`src/rtl/core/assert_macros.svh`:
```
// Assertion macros shared by the RTL of the grid path stack.
// Each macro expects a clock named clk and a reset named rst in scope.
`ifndef ASSERT_MACROS_SVH
`define ASSERT_MACROS_SVH

// The consequent must hold in the same cycle as the antecedent.
`define ASSERT_SAME(label, ante, cons, msg) \
  label: assert property (@(posedge clk) disable iff (rst) (ante) |-> (cons)) \
    else $error(msg);

// The consequent must hold in the cycle after the antecedent.
`define ASSERT_NEXT(label, ante, cons, msg) \
  label: assert property (@(posedge clk) disable iff (rst) (ante) |=> (cons)) \
    else $error(msg);

`endif

```
`src/rtl/core/gps_ram.sv`:
```
// Generic single-port-write, single-port-read RAM with a registered read.
// It depends on nothing else.
module gps_ram #(
  parameter int WIDTH = 8,
  parameter int DEPTH = 16
) (
  input  logic                     clk,
  input  logic                     we,
  input  logic [$clog2(DEPTH)-1:0] waddr,
  input  logic [WIDTH-1:0]         wdata,
  input  logic [$clog2(DEPTH)-1:0] raddr,
  output logic [WIDTH-1:0]         rdata
);

  logic [WIDTH-1:0] mem [DEPTH];

  always_ff @(posedge clk) begin
    if (we) begin
      mem[waddr] <= wdata;
    end
    rdata <= mem[raddr];
  end

endmodule

```
`config.mk`:
```
export PLATFORM = sky130hd
export DESIGN_NAME = gps_ram
export DESIGN_NICKNAME = d
export VERILOG_FILES = /design/src/rtl/core/assert_macros.svh /design/src/rtl/core/gps_ram.sv
export SDC_FILE = /design/constraint.sdc
export NUM_CORES = 1
export LEC_CHECK = 0
export BUFFER_PORTS_ARGS = -buffer_cell sky130_fd_sc_hd__buf_2
export CORE_MARGIN = 3
export CORE_UTILIZATION = 60
export DETAILED_ROUTE_END_ITERATION = 12
export GPL_TIMING_DRIVEN = 0
export PLACE_DENSITY = 0.77
export SYNTH_ARGS = -nofsm -noshare
export SYNTH_HDL_FRONTEND = slang
export SYNTH_SLANG_ARGS = --single-unit
```
`constraint.sdc`:
```
create_clock -name clk -period 1.8 [get_ports clk]
set_input_delay 0.09 -clock clk [delete_from_list [all_inputs] [get_ports clk]]
set_output_delay 0.09 -clock clk [all_outputs]
set_load 0.005 [all_outputs]
```
# --- Word-level counts from Yosys, hierarchy flattened ---
# Memory sizes are Yosys's and may differ from the RTL's. A register that Yosys moved wholly into a read port is not among the register bits.
# Cells that the tools add are included.
word_totals:
  reg_bits: 0
  latchBits: 0
  mem_bits_rw: 128
  mem_bits_ro: 0
  input_bits: 18
  output_inout_bits: 8
  mem_count: 1
classes:
  addsub: 0
  multipliers: 0
  div: 0
  magnitude_cmp: 0
  eq_ne: 0
  shifts: 0
  n_mux: 2
  bitwise_logic: 0
  n_reduce_logical: 0
mem_list:
  columns: ["memory", "words", "word_bits", "rd", "rd_clocked_by_memory_dff", "write_ports", "line", "text"]
  rows:
  - ["mem", 16, 8, 1, 1, 1, "gps_ram.sv:15", "logic [WIDTH-1:0] mem [DEPTH];"]
op_table:
  columns: ["op", "count"]
  rows:
  - ["$mux 1", 2]

# --- Longest topological paths before layout ---
# Gate-level depths: netlist of run 1.
logic_depth:
  ltp_word: 2
  mapped_depth: 5
  mapped_depth_nobuf: 3

# --- Worst setup path before layout of run 1 ---
# Ideal clock, no wire load.
synth_timing:
  path_kind: "in2reg"
  start: "input waddr[2]"
  end: "memory mem[0][0] (enable)"
  setup_time_ps: 383
  arrival_ps: 1200
  path_slack_ps: 217
  stages: 2
  path_buffers: 0
  cell_sequence: "or3b_2 -> nor3_1"
synth_lines:
  columns: ["element", "line", "text"]
  rows:
  - ["from (decl)", "gps_ram.sv:9", "input logic [$clog2(DEPTH)-1:0] waddr,"]
  - ["to (decl)", "gps_ram.sv:15", null]
# Straight into the memory's write port.

# --- Final worst setup path of run 1 ---
layout_timing:
  start: "input waddr[2]"
  end: "memory mem[0][3] (enable)"
# Straight into the memory's write port.

==> impl_metrics.csv, run 1 <==
group,metric,value,unit
grt,antenna_found_initial,0,
detailed_routing,drc,0,
clock_tree,root_buffer,"clkbuf_8",
cells_and_area,nets,298,
floorplanning,die_h,98.6,µm
cells_and_area,register_area,4000,µm²
grt,first_global_vias,2528,
sta,tightest_slew,1.33,ns
cells_and_area,final_layout_size_suffix_gt1_share,28.7,%
clock_tree,numCtsBuffers,17,
sta,fin_crit,1.66,ns
power,internal_power,5.77,mW
logic_synthesis,synthesis.nets,247,
critical_path,cp.buffers_inverters,1,
logic_synthesis,synth_top_area_cell,"edfxtp_1",
critical_path,critPathTopFamily,"simple AND/OR/NAND/NOR gates",
clock_tree,clkSinkCount,136,
clock_tree,clk_pin_slew,0.06,ns
power,seq_power_share,49.3,%
cells_and_area,multi_input_area,1060,µm²
sta,hold_ws,0.0615,ns
cells_and_area,fin_area,6060,µm²
sta,hold_viol,0,
sta,maxSlewHeadroom,10.4,%
placement,post-dp-hpwl,6120,µm
placement,gp_congestion,0.713,
cells_and_area,layout_commonest_cell,"edfxtp_1",
critical_path,cp_max_fo,8,
cells_and_area,fin_cells,398,
logic_synthesis,yosysTopAreaCellShare,74.7,%
critical_path,cp_data_arrival_time,1.77,ns
grt,grt.overflow.total,0,
detailed_routing,wl,9910,µm
detailed_routing,avgRoutedWirePerCell,24.9,µm
power,power_frac_comb,4.8,%
logic_synthesis,synthesis.area,5150,µm²
logic_synthesis,yosysWarnings,0,
critical_path,worst-setup-path-type,"in2reg",
sta,setup_viol_count_final,0,
cells_and_area,layout_common_cells,"128 x edfxtp_1, 27 x buf_2, 18 x mux4_2",
floorplanning,coreArea,8260,µm²
floorplanning,die_area,9730,µm²
critical_path,cp-start-kind,"primary input",
placement,dpl-instance-area,5400,µm²
cells_and_area,num-fill-cells,463,
power,clkPwrFrac,45.8,%
power,swShare,20.0,%
detailed_routing,ant_nets,0,
cells_and_area,fin_util,73.4,%
sta,final.setup.tns,0,ns
clock_tree,clock_latency,0.51,ns
cells_and_area,area_growth,17.7,%
power,irDropWorstVdd,0.722,mV
detailed_routing,first_pass_iters,5,
floorplanning,initial_utilization,62.3,%
worst_hold_path,hp-class,"in2reg",
sta,period_share,92.0,%
critical_path,worstPathCellList,"buf_2 > or3b_2 > nor3_1",
floorplanning,chipWidth,98.6,µm
power,power_density,1190,nW/µm²
logic_synthesis,synth_area_leaders,"edfxtp_1 75%, mux4_2 7.9%, mux4_1 7.1%, dfxtp_1 3.1%, a22oi_1 2.3%",
clock_tree,clock_path_buffers,2,
clock_tree,htree_levels,4,
critical_path,cp-end-kind,"register",
grt,grt_pass1_wl,15000,µm
grt,grt_max_degree,17,
logic_synthesis,syn-instance-count,229,
clock_tree,cts_tree,"yes",
critical_path,max_stage_delay,1.03,ns
sta,fmax,604,MHz
logic_synthesis,ys_seq_elements,136,
run,drv_cap,0,
sta,drv_slew,0,
grt,grt_usage,22.2,%
logic_synthesis,synth.distinct_cells,19,
sta,fin_skew,0.00587,ns
sta,rsz0062_at_grt,"false",
logic_synthesis,ys_seq_area_share,77.8,%
outcome,run_status,"finished clean",
critical_path,cp_slowest_cell,"nor3_1",
detailed_routing,viasPerCell,6.18,
floorplanning,ioPinCount,26,
power,p_sw,1.44,mW
power,leakagePower,2.06,nW
placement,portBuffers,24,
detailed_routing,dr.first_iter.drc_count,278,
critical_path,required,1.92,ns
detailed_routing,vias,2459,
floorplanning,rows,33,
cells_and_area,antenna_cells,0,
placement,dp_cells,358,
logic_synthesis,syn_area_per_cell,22.5,µm²
-- state kept, by name (all words and copies together) (netlist names) --
name	flops
rdata	8
mem	128
-- worst min-delay path, stage by stage --
cell	delay (ns)
buf_2	0.14
mux4_1	0.17
a22oi_1	0.08
nand2_1	0.06
-- area by class of cell --
class,instances,area share (%)
flip-flops and latches,136,66.1
multi-input cells,83,17.4
clock buffers,21,7.58
repair buffers,32,3.30
well taps,105,2.17
clock inverters,11,2.00
plain buffers,10,1.42
-- worst paths after layout --
| check | from | end | depth (start not counted) | slack (ns) |
|---|---|---|---|---|
| setup / recovery | waddr[2] | mem[0][3] | 3 | 0.14 |
| hold / removal | raddr[1] | rdata[0] | 4 | 0.06 |
| setup reg to reg | mem[10][5] | rdata[5] | 3 | 0.39 |
| hold reg to reg | mem[10][7] | rdata[7] | 3 | 0.70 |
-- power groups by stage --
stage               clock, mW  sequential (mW)  combinational, mW
floorplan                   0             3.62              0.180
global placement            0             3.62              0.322
detailed placement          0             3.62              0.333
CTS                      3.34             3.56              0.349
global route             3.48             3.56              0.372
finish                   3.31             3.56              0.347
-- metrics by stage --
step | setup slack [ns] | total power, mW
after global placement | -0.340 | 3.94
after CTS | 0.212 | 7.25
after floorplan | 0.217 | 3.80
final | 0.143 | 7.21
after global routing | 0.117 | 7.42
after detailed placement | -0.334 | 3.96
-- routing by layer --
metal	vias up	global-route usage (%)	part of all wire (%)
met1	1257	31.1	39
met4	0	9.98	1.4
met5	-	0	0
met2	118	34.5	51
li1	1072	-	-
met3	12	4.46	8.5
-- logic make-up after synthesis --
family / Yosys count / share of synthesized area (%)
simple gates: 35 / 3.18
buf+inv: 10 / 1.68
mux: 32 / 15.0
flops: 136 / 77.8
compound gates: 16 / 2.33
-- synthesized netlist by cell type --
| library cell | n |
|---|---|
| nor2_1 | 13 |
| mux4_1 | 14 |
| edfxtp_1 | 128 |
| nand3b_1 | 2 |
| and2b_1 | 1 |
| nor2b_1 | 1 |
| nand2_1 | 9 |
| clkdlybuf4s25_2 | 3 |
| or3b_2 | 1 |
| buf_4 | 1 |
| dfxtp_1 | 8 |
| nor3_1 | 4 |
| nand3_1 | 1 |
| buf_2 | 3 |
| nand2b_1 | 2 |
| and2_1 | 1 |
| a22oi_1 | 16 |
| mux4_2 | 18 |
| buf_6 | 3 |
-- what timing repair did --
action / CTS / global route
endpoints found under the hold margin: 128 / 0
setup buffers: 0 / 0
gates resized for setup: 0 / 0
hold buffers: 8 / 0
Power figures use the tool's default switching activity.
==> run 2, diff against run 1 <==
- CORE_UTILIZATION: 60 -> 63
- CTS_BUF_LIST: unset -> sky130_fd_sc_hd__clkbuf_4 sky130_fd_sc_hd__clkbuf_8
- PLACE_DENSITY: 0.77 -> 0.81
==> run 2 against run 1 <==
- fmax is 16% higher
- combinational power is 5% lower
- highest routed layer unchanged
- clock power is 24% lower
- core utilization is 0.73 points higher
- die area is 4.5% lower
- clock skew is 0.0038 ns higher
- hold slack worse by 0.0067 ns
- sequential power hardly changed
- final area is 4.0% lower
==> impl_metrics.csv, run 2 (synthesis gave the netlist of run 1 again) <==
group,metric,value,unit
power,swShare,20.4,%
critical_path,cp_data_arrival_time,1.47,ns
detailed_routing,vias,2407,
placement,dpl_worst_slack,-0.408,ns
cells_and_area,final_layout_size_suffix_gt1_share,30.2,%
critical_path,worst-setup-path-type,"in2reg",
grt,grt_max_degree,17,
detailed_routing,viasPerCell,6.22,
power,leakagePower,1.94,nW
cells_and_area,largest_registers,"mem x128, rdata x8",
power,seq_power_share,55.4,%
cells_and_area,antenna_cells,0,
cells_and_area,layout_common_cells,"128 x edfxtp_1, 27 x buf_2, 18 x mux4_2, 18 x clkbuf_8, 16 x a22oi_1",
clock_tree,root_buffer,"clkbuf_8",
grt,first_global_vias,2398,
worst_hold_path,hp-class,"in2reg",
floorplanning,initial_utilization,65.6,%
cells_and_area,register_area,4000,µm²
power,p_sw,1.31,mW
cells_and_area,multi_input_area,1060,µm²
critical_path,cp_max_fo,8,
grt,grt_usage,23.2,%
floorplanning,die_area,9290,µm²
sta,fin_skew,0.00965,ns
cells_and_area,largest_register,"mem",
sta,drv_slew,0,
clock_tree,cts_resized,0,
power,irDropWorstVdd,0.698,mV
sta,setup_viol_count_final,0,
cells_and_area,fin_util,74.1,%
sta,period_share,79.1,%
power,power,6.42,mW
grt,grt_pass1_wl,14300,µm
floorplanning,chipWidth,96.4,µm
placement,portBuffers,24,
sta,rsz0062_at_grt,"false",
floorplanning,die_h,96.4,µm
outcome,run_status,"finished clean",
power,power_density,1100,nW/µm²
sta,fmax,702,MHz
detailed_routing,ant_nets,0,
clock_tree,clock_path_buffers,2,
cells_and_area,nets,290,
clock_tree,hold_buffers,0,
critical_path,cp_slowest_cell,"nor3_1",
floorplanning,coreArea,7850,µm²
clock_tree,numCtsBuffers,17,
cells_and_area,layout_commonest_cell,"edfxtp_1",
detailed_routing,avgRoutedWirePerCell,24.3,µm
placement,post-dp-hpwl,6110,µm
run,drv_cap,0,
floorplanning,ioPinCount,26,
sta,maxSlewHeadroom,13.1,%
sta,fin_ws,0.376,ns
cells_and_area,largest_register_ffs,128,
critical_path,max_stage_delay,1.02,ns
critical_path,required,1.84,ns
floorplanning,rows,32,
cells_and_area,num-fill-cells,454,
clock_tree,cts_setup_buffers,0,
grt,grt.overflow.total,0,
detailed_routing,wl,9410,µm
sta,tightest_slew,1.29,ns
power,internal_power,5.11,mW
detailed_routing,drc,0,
detailed_routing,first_pass_iters,5,
detailed_routing,dr.first_iter.drc_count,309,
cells_and_area,area_growth,13.0,%
power,power_frac_comb,5.1,%
sta,fin_crit,1.42,ns
clock_tree,clkSinkCount,136,
critical_path,cp-start-kind,"primary input",
critical_path,cp-end-kind,"register",
clock_tree,clock_latency,0.43,ns
clock_tree,clk_pin_slew,0.07,ns
sta,hold_viol,0,
power,clkPwrFrac,39.5,%
grt,antenna_found_initial,0,
clock_tree,htree_levels,4,
critical_path,worstPathCellList,"buf_2 > nand3b_1 > nor3_1",
clock_tree,cts_tree,"yes",
placement,gp_congestion,0.715,
==> run 2: changes by cell type in the layout (fill, tap and decap cells not counted), sizes merged <==
cell	delta
inv	-1
dlygate4sd3	-8
clkinvlp	+2
clkbuf	-1
clkinv	-1
bufinv	+1
==> run 2: final timing paths <==
check / start / end / slack, ns / cells after the start
setup reg to reg: mem[1][0] / rdata[0] / 0.41 / 3
setup / recovery: waddr[2] / mem[8][1] / 0.38 / 3
hold / removal: wdata[4] / mem[7][4] / 0.05 / 1
hold reg to reg: mem[11][3] / rdata[3] / 0.68 / 3
==> run 2: area by class of cell <==
class | count | share of cell area (%)
Sequential cell | 136 | 68.8
Multi-Input combinational cell | 83 | 18.3
Clock buffer | 20 | 4.52
Clock inverter | 12 | 2.62
Tap cell | 102 | 2.19
Timing Repair Buffer | 24 | 2.07
Buffer | 10 | 1.48
==> run 2: per-layer routing <==
layer	track usage, %	share of wire [%]	up-vias
met4	7.13	1.3	0
met1	34.2	41	1234
met3	7.59	8.3	12
li1	-	-	1057
met5	0	0	-
met2	33.9	50	104
==> run 2: metrics by stage <==
| stage | std cells | hold slack, ns | instance area [µm²] | setup TNS, ns |
|---|---|---|---|---|
| final | 387 | 0.0548 | 5820 | 0 |
| after global routing | 387 | 0.0295 | 5820 | 0 |
| after CTS | 387 | 0.0334 | 5810 | 0 |
| after detailed placement | 355 | 0.466 | 5400 | -3.65 |
| after global placement | 355 | 0.466 | 5400 | -3.23 |
| after floorplan | 229 | 0.189 | 5150 | 0 |
==> run 2: power groups by stage <==
stage / clock network [mW] / registers (mW) / logic (mW)
2_1_floorplan: 0 / 3.62 / 0.180
3_3_place_gp: 0 / 3.62 / 0.319
3_5_place_dp: 0 / 3.62 / 0.330
4_1_cts: 2.55 / 3.56 / 0.331
5_1_grt: 2.72 / 3.56 / 0.360
6_report: 2.53 / 3.55 / 0.330
==> run 2: worst max-delay path, delay by kind of cell <==
family | cells | cell delay, ns
and+or+nand+nor | 2 | 1.26
buffers and inverters | 1 | 0.12
==> run 3, diff against run 2 <==
- CORE_UTILIZATION: 63 -> 57
- PLACE_DENSITY: 0.81 -> 0.77
- clock period: 1.8 -> 1.2 ns (I/O delays scaled with it)
==> run 3 against run 2 <==
- the run now ends with negative setup slack left
- sequential share of layout area decreased by 1.0 points
- clock power increased by 64%
- largest power group unchanged
- via count increased by 1.2%
- global-route usage decreased by 2.8 points
- core utilization decreased by 6.7 points
- die area increased by 9.9%
- non-clock buffer count unchanged
==> impl_metrics.csv, run 3 (synthesis gave the netlist of run 1 again) <==
group,metric,value,unit
detailed_routing,wl,9610,µm
power,clkPwrFrac,41.5,%
critical_path,cp-start-kind,"register",
floorplanning,die_area,10200,µm²
sta,fin_ws,-0.121,ns
sta,fmax,757,MHz
critical_path,cp-end-kind,"register",
clock_tree,root_buffer,"clkbuf_8",
detailed_routing,avgRoutedWirePerCell,24.5,µm
cells_and_area,layout_common_cells,"128 x edfxtp_1, 31 x mux4_2, 27 x buf_2",
sta,tightest_slew,0.812,ns
cells_and_area,largest_registers,"mem x128, rdata x8",
detailed_routing,vias,2436,
detailed_routing,ant_nets,0,
floorplanning,rows,34,
grt,grt.overflow.total,0,
critical_path,cp_data_arrival_time,1.62,ns
detailed_routing,dr.first_iter.drc_count,291,
critical_path,required,1.50,ns
power,irDropWorstVdd,0.872,mV
floorplanning,coreArea,8760,µm²
placement,post-dp-hpwl,5970,µm
clock_tree,clock_path_buffers,2,
placement,dpl-instance-area,5430,µm²
cells_and_area,fin_util,67.4,%
floorplanning,initial_utilization,58.7,%
power,power,10.0,mW
floorplanning,ioPinCount,26,
sta,hold_viol,0,
power,internal_power,8.04,mW
clock_tree,clkSinkCount,136,
floorplanning,die_h,101,µm
grt,grt_usage,20.4,%
cells_and_area,fin_area,5900,µm²
placement,dpl_worst_slack,-0.527,ns
sta,period_share,110,%
power,leakagePower,1.92,nW
cells_and_area,num-fill-cells,537,
sta,fin_skew,0.0164,ns
clock_tree,clk_pin_slew,0.08,ns
floorplanning,chipWidth,101,µm
grt,first_global_vias,2452,
critical_path,cp_max_fo,1,
detailed_routing,viasPerCell,6.20,
sta,setup_viol_count_final,8,
cells_and_area,layout_commonest_cell,"edfxtp_1",
outcome,violations,"negative setup slack",
cells_and_area,final_layout_size_suffix_gt1_share,40.4,%
clock_tree,htree_levels,4,
cells_and_area,area_growth,14.7,%
sta,rsz0062_at_grt,"true",
detailed_routing,first_pass_iters,5,
sta,drv_slew,0,
power,power_frac_comb,5.4,%
outcome,run_status,"finished, violations left",
clock_tree,cts_tree,"yes",
cells_and_area,largest_register_ffs,128,
placement,portBuffers,24,
grt,antenna_found_initial,0,
cells_and_area,antenna_cells,0,
grt,grt_pass1_wl,14300,µm
sta,final.setup.tns,-0.516,ns
placement,gp_congestion,0.704,
power,swShare,19.9,%
power,seq_power_share,53.1,%
cells_and_area,nets,290,
detailed_routing,drc,0,
clock_tree,clock_latency,0.43,ns
worst_hold_path,hp-class,"in2reg",
sta,maxSlewHeadroom,45.6,%
grt,grt_max_degree,17,
critical_path,worst-setup-path-type,"reg2reg",
sta,fin_crit,1.32,ns
clock_tree,numCtsBuffers,17,
power,power_density,1700,nW/µm²
power,p_sw,2.00,mW
cells_and_area,largest_register,"mem",
run,drv_cap,0,
run 3: cell types whose count changed in the layout (fill, tap and decap cells not counted), sizes merged:
cell / before / now
clkinv: 5 / 4
clkbuf: 20 / 19
bufinv: 3 / 5
run 3: area by class of cell:
type	instances	area (µm²)	area share, %
clock inverter	13	204	3.45
clock buffer	19	249	4.22
buffer	10	93.8	1.59
sequential	136	4000	67.8
tap	108	135	2.29
multi-input combinational	83	1100	18.6
timing repair buffer	24	120	2.03
run 3: worst max-delay path, cell delays in order, from the launching register on:
cell and delay (ns):
edfxtp_1 0.37, mux4_2 0.53, a22oi_2 0.19, nand2_1 0.12
run 3: power groups by stage:
stage	sequential [mW]	combinational [mW]	clock, mW
after global placement	5.43	0.485	0
after global routing	5.34	0.585	4.44
final	5.33	0.543	4.16
after floorplan	5.43	0.274	0
after detailed placement	5.44	0.503	0
after CTS	5.33	0.530	4.21
run 3: repair_timing:
action | CTS | global route
hold buffers | 0 | 0
buffers inserted | 0 | 0
resized for setup | 20 | 9
setup endpoints to repair | 48 | 10
pin swaps | 9 | 5
run 3: stage by stage:
stage / hold WS (ns) / instances
2_1_floorplan: 0.159 / 229
3_3_place_gp: 0.436 / 361
3_5_place_dp: 0.440 / 361
4_1_cts: 0.0166 / 393
5_1_grt: 0.0284 / 393
6_report: 0.0358 / 393
run 3: layer usage:
layer  wire length, µm  GRT usage (%)
met4               199           7.77
met5                 0              0
met1              3740           27.7
met3               767           5.26
met2              4900           32.2
run 3: path summary, 6_finish.rpt:
| kind | slack [ns] | depth (start not counted) | startpoint | endpoint |
|---|---|---|---|---|
| worst max-delay path | -0.12 | 3 | mem[15][6] | rdata[6] |
| worst min-delay path | 0.04 | 1 | wdata[0] | mem[3][0] |
| worst max register to register | -0.12 | 3 | mem[15][6] | rdata[6] |
| worst min register to register | 0.69 | 3 | mem[2][2] | rdata[2] |
