File: src/rtl/core/assert_macros.svh
// Assertion macros shared by the RTL of the grid path stack.
// Each macro expects a clock named clk and a reset named rst in scope.
`ifndef ASSERT_MACROS_SVH
`define ASSERT_MACROS_SVH

// The consequent must hold in the same cycle as the antecedent.
`define ASSERT_SAME(label, ante, cons, msg) \
  label: assert property (@(posedge clk) disable iff (rst) (ante) |-> (cons)) \
    else $error(msg);

// The consequent must hold in the cycle after the antecedent.
`define ASSERT_NEXT(label, ante, cons, msg) \
  label: assert property (@(posedge clk) disable iff (rst) (ante) |=> (cons)) \
    else $error(msg);

`endif

File: src/rtl/core/gps_pkg.sv
// Package of the grid path stack: sequencer states, command and status codes,
// register indexes and field widths. It depends on nothing else.
package gps_pkg;

  typedef enum logic [2:0] {
    S_INIT,
    S_IDLE,
    S_DISPATCH,
    S_PUSH_RD,
    S_PUSH_EV,
    S_WALK,
    S_DONE
  } state_t;

  localparam logic [1:0] CMD_PUSH  = 2'd0;
  localparam logic [1:0] CMD_TRUNC = 2'd1;
  localparam logic [1:0] CMD_CLEAR = 2'd2;

  localparam logic [1:0] STAT_ADDED = 2'd0;
  localparam logic [1:0] STAT_CYCLE = 2'd1;
  localparam logic [1:0] STAT_OUT   = 2'd2;
  localparam logic [1:0] STAT_DONE  = 2'd3;

  localparam logic REG_GRID_WIDTH  = 1'b0;
  localparam logic REG_GRID_HEIGHT = 1'b1;

  localparam int DIM_W       = 6;
  localparam int COORD_W     = 7;
  localparam int KEEP_W      = 11;
  localparam int CYC_W       = 10;
  localparam int PLEN_W      = 11;
  localparam int ENTRY_W     = 2 * DIM_W;
  localparam int IN_TDATA_W  = 32;
  localparam int OUT_TDATA_W = 24;
  localparam logic [DIM_W-1:0] DIM_RESET = 6'd32;

endpackage

File: src/rtl/core/gps_cell_unit.sv
// Shared cell unit: clamps the grid size, checks a cell against the grid,
// forms its bitmap address and the clamped grid area. It depends on gps_pkg.
module gps_cell_unit #(
  parameter int MAX_ROWS = 32,
  parameter int MAX_COLS = 32
) (
  input  logic signed [gps_pkg::COORD_W-1:0]      row,
  input  logic signed [gps_pkg::COORD_W-1:0]      col,
  input  logic [gps_pkg::DIM_W-1:0]               grid_width,
  input  logic [gps_pkg::DIM_W-1:0]               grid_height,
  output logic                                    in_grid,
  output logic [$clog2(MAX_ROWS*MAX_COLS)-1:0]    addr,
  output logic [2*gps_pkg::DIM_W-1:0]             area
);

  localparam int AW = $clog2(MAX_ROWS * MAX_COLS);

  logic [gps_pkg::DIM_W-1:0] w_eff;
  logic [gps_pkg::DIM_W-1:0] h_eff;

  always_comb begin
    if (grid_width == '0) begin
      w_eff = gps_pkg::DIM_W'(1);
    end else if (int'(grid_width) > MAX_COLS) begin
      w_eff = gps_pkg::DIM_W'(MAX_COLS);
    end else begin
      w_eff = grid_width;
    end
    if (grid_height == '0) begin
      h_eff = gps_pkg::DIM_W'(1);
    end else if (int'(grid_height) > MAX_ROWS) begin
      h_eff = gps_pkg::DIM_W'(MAX_ROWS);
    end else begin
      h_eff = grid_height;
    end
  end

  assign area = (2*gps_pkg::DIM_W)'(w_eff) * (2*gps_pkg::DIM_W)'(h_eff);

  assign in_grid = !row[gps_pkg::COORD_W-1] && !col[gps_pkg::COORD_W-1]
                   && (row[gps_pkg::DIM_W-1:0] < h_eff)
                   && (col[gps_pkg::DIM_W-1:0] < w_eff);

  assign addr = AW'(int'(row[gps_pkg::DIM_W-1:0]) * MAX_COLS
                    + int'(col[gps_pkg::DIM_W-1:0]));

endmodule

File: config.mk
export PLATFORM = sky130hd
export DESIGN_NAME = gps_cell_unit
export DESIGN_NICKNAME = d
export VERILOG_FILES = /design/src/rtl/core/assert_macros.svh /design/src/rtl/core/gps_pkg.sv /design/src/rtl/core/gps_cell_unit.sv
export SDC_FILE = /design/constraint.sdc
export NUM_CORES = 1
export LEC_CHECK = 0
export ABC_AREA = 1
export ABC_CLOCK_PERIOD_IN_PS = 4200
export BUFFER_PORTS_ARGS = -buffer_cell sky130_fd_sc_hd__buf_2
export CAP_MARGIN = 10
export CORE_AREA = 2 2 60 56
export DETAILED_ROUTE_END_ITERATION = 10
export DIE_AREA = 0 0 62 58
export PLACE_DENSITY = 0.82
export SYNTH_ARGS = -nofsm -noshare
export SYNTH_HDL_FRONTEND = slang
export SYNTH_SLANG_ARGS = --single-unit
export TNS_END_PERCENT = 20
File: constraint.sdc
create_clock -name vclk -period 4.2
set_input_delay 0.21 -clock vclk [all_inputs]
set_output_delay 0.21 -clock vclk [all_outputs]
set_load 0.03 [all_outputs]
# Word-level counts from Yosys, hierarchy flattened
# Cells that the tools add are included.
[classes]
addsub = 1
bitwise = 0
n_div = 0
order_cmp = 4
shift = 0
n_eq_ne = 0
n_mux = 4
n_mul = 1
n_reduce_logical = 7
[op_table]
columns = ["cell", "n"]
rows = [
  ["6-bit two-way mux", 4],
  ["6-bit > comparator (second input constant)", 2],
  ["6-bit logical NOT", 2],
  ["6-bit < comparator", 2],
  ["6-bit by 6-bit multiplier with 12-bit output", 1],
  ["10-bit by 6-bit adder with 10-bit output", 1],
  ["1-bit logical AND", 3],
  ["1-bit logical NOT", 2],
]
[word_totals]
memories = 0
latchBits = 0
mem_bits_rw = 0
ff_bits = 0
out_inout_bits = 23
inputBits = 26
romBits = 0

# Depth between registers and ports, before layout
# Gate-level depths: netlist of run 1.
[logic_depth]
ltp_word = 6
mapped_depth = 19
mapped_depth_nobuf = 19

# Worst setup path after synthesis of run 1
# OpenSTA, ideal clock, no wires.
[synth_path]
path_type = "in2out"
start = "input grid_height[5] (netlist name)"
end = "output area[9] (netlist name)"
arrival_time_ns = 3.547
path_buffers = 1
cell_stages = 14
path_slack_ns = 0.443
path_cell_list = "buf_6 > nor2_1 > inv_1 > nor2_1 > fa_1 > fa_1 > inv_1 > fa_1 > inv_1 > ha_1 > a21oi_1 > nand2_1 > a21oi_1 > xor2_1"
[synth_between]
elab_chain_cells = 4
[synth_rtl]
columns = ["element", "line", "text"]
rows = [
  ["start, declared", "gps_cell_unit.sv:10", "input logic [gps_pkg::DIM_W-1:0] grid_height,"],
  ["6-bit > comparator", "gps_cell_unit.sv:31", "end else if (int'(grid_height) > MAX_ROWS) begin"],
  ["6-bit two-way mux", "gps_cell_unit.sv:31", ""],
  ["6-bit two-way mux (*)", "gps_cell_unit.sv:29", "if (grid_height == '0) begin"],
  ["6-bit by 6-bit multiplier with 12-bit output (*)", "gps_cell_unit.sv:38", "assign area = (2*gps_pkg::DIM_W)'(w_eff) * (2*gps_pkg::DIM_W)'(h_eff);"],
  ["end, declared", "gps_cell_unit.sv:13", "output logic [2*gps_pkg::DIM_W-1:0] area"],
]
# Every way passes the cells marked *; elsewhere a longest branch is shown, timed or not.

# Worst setup path after layout of run 1
# Ends and elaborated chain as after synthesis.

==> impl_results.rst, run 1 <==
.. list-table::
   :header-rows: 1

   * - Metric
     - Value
   * - Grt total ovfl
     - 0
   * - First drt pass iteration count
     - 4
   * - Share of synthesized cell area in and, or, nand and nor gates
     - 0.2861
   * - Sum of routed wire length over all layers
     - between 3 and 4 mm
   * - Headroom to the max-slew limit
     - 0.8202
   * - Worst IR drop on VDD
     - ~0.055 mV
   * - Power Density
     - about 110 nW/µm²
   * - Count of inserted antenna diode cells
     - 0
   * - HPWL after detailed placement
     - ~2.8 mm
   * - Buffering stage count on the worst path with inverters included
     - 5
   * - Effective utilization at floorplan
     - 0.5284
   * - Final worst-path cycle share
     - 0.9440
   * - FMAX
     - about 250 MHz
   * - Hold path startpoint
     - col[2]
   * - First-pass GRT wire length
     - 5.561 mm
   * - Max-capacitance violation count
     - 0
   * - Area growth from synthesis to layout
     - 16.97%
   * - Cell chain of the critical path
     - buf_2 > nor2_1 > inv_1 > nor2_1 > fa_1 > fa_1 > inv_1 > fa_1 > inv_1 > ha_1 > a21oi_1 > nand2_1 > a21oi_1 > xor2_1 > buf_2
   * - Cell class contributing the biggest share of worst-path delay
     - adder cells
   * - Launching element type of the critical path
     - input pin
   * - # hold bufs at CTS
     - 0
   * - Result of the run
     - finished clean
   * - RSZ-0062 raised after global routing
     - no
   * - Maximum fanout along the worst path
     - 8
   * - Number of stages on the worst hold path
     - 2
   * - Share of synthesized cell area in full adder, half adder and majority cells
     - 0.4717
   * - Combined area of the multi-input logic cells
     - between 1000 and 1500 µm²
   * - Synthesized area
     - approximately 1600 µm²
   * - Slowest-stage cell, CP
     - sky130_fd_sc_hd__fa_1
   * - Number of nets in the final layout
     - 346
   * - Number of antenna violations at the first check in global routing
     - 0
   * - Input/output buffers
     - roughly 50
   * - DRC errors left
     - 0
   * - Leading post-synthesis cells by cell area
     - sky130_fd_sc_hd__ha_1 (25%), sky130_fd_sc_hd__fa_1 (22%), sky130_fd_sc_hd__inv_1 (11%), sky130_fd_sc_hd__nand2_1 (11%), sky130_fd_sc_hd__nor2_1 (7.6%)
   * - Total via count in the routed design
     - 1522
   * - Post-synthesis instance total
     - between 200 and 250
   * - Number of max-slew violations in the final report
     - 0
   * - Xor/xnor share of the synthesized area
     - 0.05020
   * - Worst min-delay path class
     - in2out
   * - Die area
     - approximately 3600 µm²
   * - Number of routed nets with antenna violations
     - 0
   * - Largest net degree at the start of global routing
     - 9
   * - Final-report setup violation count
     - 0
   * - Proportion of layout cells with a drive suffix above 1
     - 0.2454
   * - Avg Inst Size Synth
     - 7.010 µm²
   * - Nature of the critical path endpoint
     - output port
   * - Ranking of synthesized cells by instance count
     - sky130_fd_sc_hd__inv_1 (45), sky130_fd_sc_hd__nand2_1 (45), sky130_fd_sc_hd__ha_1 (32), sky130_fd_sc_hd__nor2_1 (32), sky130_fd_sc_hd__fa_1 (17)
   * - Sequential element share of the synthesized area
     - 0
   * - Core footprint
     - 2972 µm²
   * - Sequential standard cell area
     - 0 µm²
   * - Horizontal die dimension
     - about 62 µm
   * - Total routing resource utilization after global routing
     - 0.1946
   * - Final hold violation count
     - 0
   * - Synth top area share
     - 0.2550
   * - Nets in the synthesized netlist
     - 299
   * - Routed len/inst
     - ~10 µm
   * - Number of top-level design ports
     - 49
   * - Total Neg Setup Slack
     - 0 ns
   * - Leakage power
     - ~1.2 nW
   * - Last weighted congestion value of the routability-driven placer
     - just over 0.9
   * - CLK BUF
     - 0
   * - Ys Warns
     - 0
   * - Routed via count divided by cell count
     - about 4.9
   * - WP data arrival
     - around 3.8 ns
   * - Rows
     - 19
   * - Library cell occupying the most area in the post-synthesis netlist
     - sky130_fd_sc_hd__ha_1
   * - Final Util
     - 0.6181
   * - Via count of the first global-routing pass
     - between 1000 and 1500
   * - Main combinational cell family by area after synthesis
     - adder cells
   * - Required arrival time at the worst endpoint
     - ~4 ns
   * - Violation count after the first detailed-route iteration
     - approximately 70
   * - CP Class
     - in2out
   * - Worst stage delay on the critical path
     - 0.55 ns
   * - Layout filler cell count
     - 290
   * - Count of unique library cells instantiated by Yosys
     - 27
   * - Share of the synthesized area in compound gates (AO/OA/AOI/OAI)
     - 0.04542
   * - Minimum period implied by the final worst setup slack
     - around 4 ns
   * - Number of sequential cells in the layout
     - 0
   * - Worst-margin pin slew
     - between 0.2 and 0.3 ns
   * - Mux contribution to synthesized area
     - 0
   * - End point of the worst hold path
     - addr[2]
   * - Height of the die
     - around 58 µm
metal layers:
layer,vias up,global-route usage,share of wire
li1,778,-,-
met1,678,0.2987,0.47
met2,64,0.3229,0.45
met3,2,0.002232,0.081
met4,0,0.006079,0.00096
met5,-,0,0
cell type report:
| class | instances | share of cell area |
|---|---|---|
| inverters | 48 | 0.09877 |
| well taps | 42 | 0.02861 |
| multi-input cells | 170 | 0.7309 |
| repair buffers | 51 | 0.1417 |
where the power goes:
group          internal, W  switching, W  total, W
Clock                    0             0         0
Sequential               0             0         0
Combinational    0.0000719      0.000138  0.000210
Total            0.0000719      0.000138  0.000210
cells in the final DEF, fill, tap and decap left out:
master                     netlist  layout
sky130_fd_sc_hd__nand3_1         8       8
sky130_fd_sc_hd__nand4_1         3       3
sky130_fd_sc_hd__xor2_1          7       7
sky130_fd_sc_hd__buf_2           0      49
sky130_fd_sc_hd__inv_2           2       2
sky130_fd_sc_hd__and3_1          1       1
sky130_fd_sc_hd__clkinv_2        1       1
sky130_fd_sc_hd__nand2_1        45      45
sky130_fd_sc_hd__xnor2_1         2       2
sky130_fd_sc_hd__a21o_1          1       1
sky130_fd_sc_hd__fa_1           17      17
sky130_fd_sc_hd__ha_1           32      32
sky130_fd_sc_hd__nor2_1         32      31
sky130_fd_sc_hd__nand2_4         3       3
sky130_fd_sc_hd__nand3_2         2       2
sky130_fd_sc_hd__o21ai_1         1       1
sky130_fd_sc_hd__a21oi_2         1       1
sky130_fd_sc_hd__nand2_2         2       2
sky130_fd_sc_hd__nor2_2          2       3
sky130_fd_sc_hd__o21bai_1        1       1
sky130_fd_sc_hd__a31oi_1         2       2
sky130_fd_sc_hd__o21ai_0         1       1
sky130_fd_sc_hd__nor3_1          1       1
sky130_fd_sc_hd__buf_4           5       2
sky130_fd_sc_hd__inv_1          45      45
sky130_fd_sc_hd__a21oi_1         5       5
sky130_fd_sc_hd__nor2_4          1       1
logic make-up after synthesis:
| family | count (synthesis) |
|---|---|
| buffers and inverters | 54 |
| XOR/XNOR | 9 |
| AO/OA/AOI/OAI | 12 |
| adder cells (fa/ha/maj) | 49 |
| AND/OR/NAND/NOR | 100 |
worst max-delay path by stage:
stage,startpoint,end,slack [ns],cells past startpoint
after floorplan,grid_height[5],area[9],0.44,14
after global placement,grid_height[5],area[9],0.30,15
after detailed placement,grid_height[5],area[9],0.21,15
after CTS,grid_height[5],area[9],0.21,15
after global routing,grid_width[1],area[9],0.02,17
final,grid_height[5],area[9],0.24,15
metrics by stage:
step	worst slack [ns]	cell area [µm²]	power (W)	hold WS, ns	std cells
global placement	0.2963	1834	0.0002082	0.6905	311
global route	0.01998	1837	0.0002373	0.7019	311
detailed placement	0.2148	1834	0.0002109	0.6912	311
finish	0.2350	1837	0.0002095	0.6893	311
floorplan	0.4433	1570	0.0001586	0.5517	224
CTS	0.2148	1834	0.0002116	0.6912	311
repair_timing:
item,in CTS,in global routing
setup endpoints to repair,0,1
gates resized for setup,0,1
buffers inserted,0,0
Power figures use the tool's default switching activity.
==> run 2, diff against run 1 <==
ABC_CLOCK_PERIOD_IN_PS = 3800   (was 4200)
SKIP_LAST_GASP = 1   (was not set)
clock period = 3.8 ns   (was 4.2 ns; I/O delays follow)
==> run 2 against run 1 <==
Compared with the run above:
- core utilization grew 5.8 points
- critical path depth grew 1
- cell area grew 9.3%
- sequential share of layout area is the same
- via count grew 3.0%
- cell count grew 4.8%
- worst setup slack lost 0.10 ns
- total power grew 25%
- count of clock-buffer cells in the layout is the same
- global-route usage grew 0.89 points
- first-iteration DRC count shrank 49%
- non-clock buffer count grew 15
==> impl_results.rst, run 2 (synthesis results as in run 1) <==
.. list-table::
   :header-rows: 1

   * - Metric
     - Value
   * - Launching element type of the critical path
     - input pin
   * - Slowest-stage cell, CP
     - sky130_fd_sc_hd__fa_1
   * - Sum of routed wire length over all layers
     - 3.435 mm (+9.8%)
   * - Minimum period implied by the final worst setup slack
     - between 3 and 4 ns
   * - RSZ-0062 raised after global routing
     - yes
   * - Final-report setup violation count
     - 0 (unchanged)
   * - Final hold violation count
     - 0 (unchanged)
   * - Power Density
     - 130.7 nW/µm² (+15%)
   * - Filler-free cell count of the finished design
     - 326 (+4.8%)
   * - First-pass GRT wire length
     - 5.768 mm (+3.7%)
   * - Via count of the first global-routing pass
     - 1480 (+11%)
   * - Effective utilization at floorplan
     - 0.5284 (unchanged)
   * - Rows
     - 19 (unchanged)
   * - Height of the die
     - 58 µm (unchanged)
   * - First drt pass iteration count
     - 4 (unchanged)
   * - Nature of the critical path endpoint
     - output port
   * - WP data arrival
     - 3.48 ns (-0.27 ns)
   * - Grt total ovfl
     - 0 (unchanged)
   * - Worst min-delay path class
     - in2out
   * - Final worst-path cycle share
     - 0.9652
   * - Routed via count divided by cell count
     - 4.807 (-1.8%)
   * - Last weighted congestion value of the routability-driven placer
     - 0.9280 (about the same)
   * - Number of top-level design ports
     - 49 (unchanged)
   * - # hold bufs at CTS
     - 0 (unchanged)
   * - Worst IR drop on VDD
     - 0.07049 mV (+28%)
   * - Total via count in the routed design
     - 1567 (+3.0%)
   * - Core footprint
     - 2972 µm² (unchanged)
   * - Number of max-slew violations in the final report
     - 0 (unchanged)
   * - HPWL after detailed placement
     - 2.969 mm (+4.4%)
   * - Worst slack at placement
     - 0.03108 ns (-0.1838 ns)
   * - Number of routed nets with antenna violations
     - 0 (unchanged)
   * - CP Class
     - in2out
   * - CLK BUF
     - 0 (unchanged)
   * - Post-Place Cells
     - 326 (+4.8%)
   * - DRC errors left
     - 0 (unchanged)
   * - Count of inserted antenna diode cells
     - 0 (unchanged)
   * - Most Frequent Cell on Critical Path
     - sky130_fd_sc_hd__fa_1
   * - Number of sequential cells in the layout
     - 0 (unchanged)
   * - FMAX
     - 272.7 MHz
   * - Number of nets in the final layout
     - 361 (+4.3%)
   * - Maximum fanout along the worst path
     - 4 (-4)
   * - Input/output buffers
     - 49 (unchanged)
   * - Headroom to the max-slew limit
     - 0.8527 (+0.03251)
   * - Most common library cell in the layout ignoring fill and taps
     - sky130_fd_sc_hd__buf_2
   * - Required arrival time at the worst endpoint
     - 3.61 ns (-0.38 ns)
   * - Area growth from synthesis to layout
     - 27.89%
   * - Violation count after the first detailed-route iteration
     - 37 (-49%)
   * - Max-capacitance violation count
     - 0 (unchanged)
   * - Proportion of layout cells with a drive suffix above 1
     - 0.3345 (+0.08915)
   * - Worst-margin pin slew
     - 0.2194 ns (-0.04925 ns)
   * - Die area
     - 3596 µm² (unchanged)
   * - Routed len/inst
     - 10.54 µm (+4.7%)
   * - Tot Pwr
     - 0.0002625 W (+25%)
   * - Sequential standard cell area
     - 0 µm² (unchanged)
   * - Cell chain of the critical path
     - buf_2 > nor2_2 > nand3_1 > nand2_1 > nand2_2 > buf_4 > nor2_1 > fa_1 > ha_1 > fa_1 > fa_1 > nand3_1 > nand2_2 > a21oi_2 > xor2_1 > buf_4
   * - Horizontal die dimension
     - 62 µm (unchanged)
   * - Result of the run
     - finished clean
   * - Most frequent cells in the layout
     - sky130_fd_sc_hd__buf_2 (46), sky130_fd_sc_hd__inv_1 (42), sky130_fd_sc_hd__nand2_1 (42)
   * - Worst stage delay on the critical path
     - 0.54 ns (about the same)
   * - Number of antenna violations at the first check in global routing
     - 0 (unchanged)
   * - Total routing resource utilization after global routing
     - 0.2035 (+0.008905)
   * - Leakage power
     - 1.233 nW (+5.7%)
   * - Largest net degree at the start of global routing
     - 8 (-1)
   * - Final setup slack of the worst path
     - 0.1324 ns (-0.1026 ns)
[run 2: worst max-delay path, delay by kind of cell]
| family | cells | cell delay, ns |
|---|---|---|
| buffers and inverters | 3 | 0.45 |
| AO/OA/AOI/OAI | 1 | 0.14 |
| adder cells (fa/ha/maj) | 4 | 1.81 |
| XOR/XNOR | 1 | 0.17 |
| AND/OR/NAND/NOR | 7 | 0.71 |
[run 2: worst paths after layout]
check,start,slack [ns],cells past startpoint,end
hold / removal,col[0],0.65,2,addr[0]
setup / recovery,grid_width[1],0.13,16,area[9]
[run 2: where the power goes]
| part | internal (W) | switching [W] |
|---|---|---|
| clock | 0 | 0 |
| sequential | 0 | 0 |
| combinational | 0.0000986 | 0.000164 |
[run 2: stage by stage]
stage / hold slack (ns) / setup TNS [ns] / utilization / area [µm²]
after floorplan: 0.5117 / 0 / - / 1570
after global placement: 0.6464 / 0 / 0.6552 / 1947
after detailed placement: 0.6494 / 0 / 0.6552 / 1947
after CTS: 0.6503 / 0 / 0.6552 / 1947
after global routing: 0.6638 / -0.1122 / 0.6758 / 2008
final: 0.6489 / 0 / 0.6758 / 2008
[run 2: layer usage]
metal / global-route usage / wire [µm] / up-vias
met2: 0.3527 / 1653 / 39
met1: 0.2948 / 1550 / 714
li1: - / - / 808
met4: 0.01520 / 58 / 0
met3: 0.002232 / 172 / 6
met5: 0 / 0 / -
[run 2: layout make-up]
class                           instances  area (µm²)
Multi-Input combinational cell        170        1394
Fill cell                             239       963.4
Timing Repair Buffer                   66       380.4
Inverter                               48       181.4
Tap cell                               42       52.55
[run 2: timing repair]
| action | 4_1_cts | 5_1_grt |
|---|---|---|
| endpoints found under the setup margin | 0 | 6 |
| setup buffers | 0 | 0 |
| endpoints found under the hold margin | 0 | 0 |
| resized for setup | 0 | 20 |
==> run 3, diff against run 2 <==
MAX_ROUTING_LAYER = met4   (was not set)
PLACE_DENSITY = not set   (was 0.82)
PLACE_DENSITY_LB_ADDON = 0.15   (was not set)
==> run 3 against run 2 <==
Compared with the run above:
- combinational power up 3%
- worst hold slack lost 0.0041 ns
- global-route usage up 0.56 points
- worst setup slack improved by 0.044 ns
- fmax increased by 1.2%
- core utilization increased by 1.6 points
- critical path depth increased by 1
- first-iteration DRC count increased by 27%
- count of clock-buffer cells in the layout unchanged
- critical path type unchanged
==> impl_results.rst, run 3 (synthesis results as in run 1) <==
.. list-table::
   :header-rows: 1

   * - Metric
     - Value
   * - Result of the run
     - finished clean
   * - First-pass GRT wire length
     - 5.809 mm (+0.71%)
   * - CP Class
     - in2out
   * - Number of top-level design ports
     - 49 (unchanged)
   * - Max-capacitance violation count
     - 0 (unchanged)
   * - Nature of the critical path endpoint
     - output port
   * - Routed via count divided by cell count
     - 4.742 (-1.4%)
   * - Die area
     - 3596 µm² (unchanged)
   * - Worst slack at placement
     - -0.05424 ns (-0.08532 ns)
   * - Final-report setup violation count
     - 0 (unchanged)
   * - Internal cell power
     - 0.0001033 W (+4.8%)
   * - Via count of the first global-routing pass
     - 1449 (-2.1%)
   * - Proportion of layout cells with a drive suffix above 1
     - 0.3498 (+0.01532)
   * - Detailed-routed wire length on met2
     - 1.586 mm (-4.1%)
   * - Total routing resource utilization after global routing
     - 0.2091 (+0.005554)
   * - Last weighted congestion value of the routability-driven placer
     - 0.9388 (+1.2%)
   * - # hold bufs at CTS
     - 0 (unchanged)
   * - Most common library cell in the layout ignoring fill and taps
     - sky130_fd_sc_hd__buf_2
   * - Final Util
     - 0.6922 (+0.01642)
   * - Number of max-slew violations in the final report
     - 0 (unchanged)
   * - Effective utilization at floorplan
     - 0.5284 (unchanged)
   * - Post-place instance area
     - 1939 µm² (-0.39%)
   * - Worst stage delay on the critical path
     - 0.55 ns (about the same)
   * - Horizontal die dimension
     - 62 µm (unchanged)
   * - Number of nets in the final layout
     - 360 (-0.28%)
   * - HPWL after detailed placement
     - 3.015 mm (+1.5%)
   * - CLK BUF
     - 0 (unchanged)
   * - Routed len/inst
     - 10.38 µm (-1.5%)
   * - Sum of routed wire length over all layers
     - 3.372 mm (-1.8%)
   * - Topmost layer with routed signal wires
     - met3
   * - Combinational Power Share
     - 1.000 (about the same)
   * - Sw Ratio
     - 0.6162 (-0.008181)
   * - Input/output buffers
     - 49 (unchanged)
   * - Power Density
     - 130.8 nW/µm² (+0.10%)
   * - DRC errors left
     - 0 (unchanged)
   * - Core footprint
     - 2972 µm² (unchanged)
   * - Most Frequent Cell on Critical Path
     - sky130_fd_sc_hd__fa_1
   * - Most frequent cells in the layout
     - sky130_fd_sc_hd__buf_2 (45), sky130_fd_sc_hd__inv_1 (44), sky130_fd_sc_hd__nand2_1 (40)
   * - Leakage power
     - 1.234 nW (about the same)
   * - Post-Place Cells
     - 325 (-0.31%)
   * - Net Sw Power
     - 0.0001658 W (+1.2%)
   * - Worst-margin pin slew
     - 0.2183 ns (-0.001103 ns)
   * - Area growth from synthesis to layout
     - 31.00%
   * - Headroom to the max-slew limit
     - 0.8535 (about the same)
   * - Filler-free cell count of the finished design
     - 325 (-0.31%)
   * - Number of sequential cells in the layout
     - 0 (unchanged)
   * - Share of power burned in the clock network
     - 0 (unchanged)
   * - Detailed-routing wirelength on met1
     - 1.638 mm (+5.7%)
   * - Worst IR drop on VDD
     - 0.07689 mV (+9.1%)
   * - Slowest-stage cell, CP
     - sky130_fd_sc_hd__fa_1
   * - Final worst-path cycle share
     - 0.9535 (-0.01166)
   * - Number of routed nets with antenna violations
     - 0 (unchanged)
   * - Largest net degree at the start of global routing
     - 9 (+1)
   * - Final worst hold slack
     - 0.6448 ns (-0.004109 ns)
   * - Rows
     - 19 (unchanged)
   * - Final hold violation count
     - 0 (unchanged)
   * - Post-CTS Setup Repair Bufs
     - 0 (unchanged)
   * - Required arrival time at the worst endpoint
     - 3.61 ns (about the same)
   * - Violation count after the first detailed-route iteration
     - 47 (+27%)
   * - Sequential standard cell area
     - 0 µm² (unchanged)
   * - First drt pass iteration count
     - 4 (unchanged)
   * - Total via count in the routed design
     - 1541 (-1.7%)
   * - Final setup slack of the worst path
     - 0.1767 ns (+0.04432 ns)
   * - WP data arrival
     - 3.43 ns (-0.05 ns)
   * - Layout filler cell count
     - 263 (+10%)
   * - Sequential share of power
     - 0 (unchanged)
   * - Count of inserted antenna diode cells
     - 0 (unchanged)
   * - Maximum fanout along the worst path
     - 8 (+4)
   * - FMAX
     - 276.0 MHz (+1.2%)
   * - Launching element type of the critical path
     - input pin
   * - Grt total ovfl
     - 0 (unchanged)
   * - DR WL met3
     - 146 µm (-15%)
   * - Worst min-delay path class
     - in2out
   * - Cell chain of the critical path
     - buf_2 > buf_4 > nor2_4 > nand3_2 > nand2_4 > nand2_1 > fa_1 > fa_1 > fa_1 > inv_1 > ha_4 > nand3_1 > nand2_2 > nand4_1 > nand2_1 > xor2_1 > buf_4
   * - Non-Filler Cell Area, Final
     - 2057 µm² (+2.4%)
   * - Number of antenna violations at the first check in global routing
     - 0 (unchanged)
   * - Minimum period implied by the final worst setup slack
     - 3.623 ns (-0.04432 ns)
   * - Height of the die
     - 58 µm (unchanged)
-- run 3: changes by cell type in the layout (fill, tap and decap cells not counted), sizes merged --
cell / delta
buf: -1
-- run 3: routing by layer --
layer	track usage	vias up
met5	-	-
met4	0	0
li1	-	804
met1	0.3114	700
met2	0.3378	37
met3	0.006696	0
-- run 3: final cells by class --
class / instances / area, µm² / share of cell area
Timing Repair Buffer: 65 / 375.4 / 0.1825
Tap cell: 42 / 52.55 / 0.02555
Inverter: 48 / 181.4 / 0.08820
Multi-Input combinational cell: 170 / 1448 / 0.7038
-- run 3: critical path, delay by kind of cell --
kind,cells,cell delay [ns]
and+or+nand+nor,8,0.71
adders and majority gates,4,1.83
xor gates and xnor gates,1,0.15
buffers and inverters,4,0.56
-- run 3: worst paths after layout --
check      startpoint        to  cells past startpoint
max    grid_height[5]  area[10]                     17
min            col[0]   addr[0]                      2
-- run 3: what timing repair did --
action,CTS,global route
pin swaps,0,5
endpoints found under the setup margin,4,6
resized for setup,4,26
-- run 3: metrics by stage --
stage | power [W] | setup TNS (ns)
2_1_floorplan | 0.0001753 | 0
3_3_place_gp | 0.0002443 | 0
3_5_place_dp | 0.0002471 | -0.1034
4_1_cts | 0.0002508 | 0
5_1_grt | 0.0002995 | -0.009250
6_report | 0.0002691 | 0
-- run 3: power by group through the flow --
stage	registers [W]	clock network, W	logic (W)
after global placement	0	0	0.000244
after global routing	0	0	0.000299
after detailed placement	0	0	0.000247
after CTS	0	0	0.000251
after floorplan	0	0	0.000175
final	0	0	0.000269
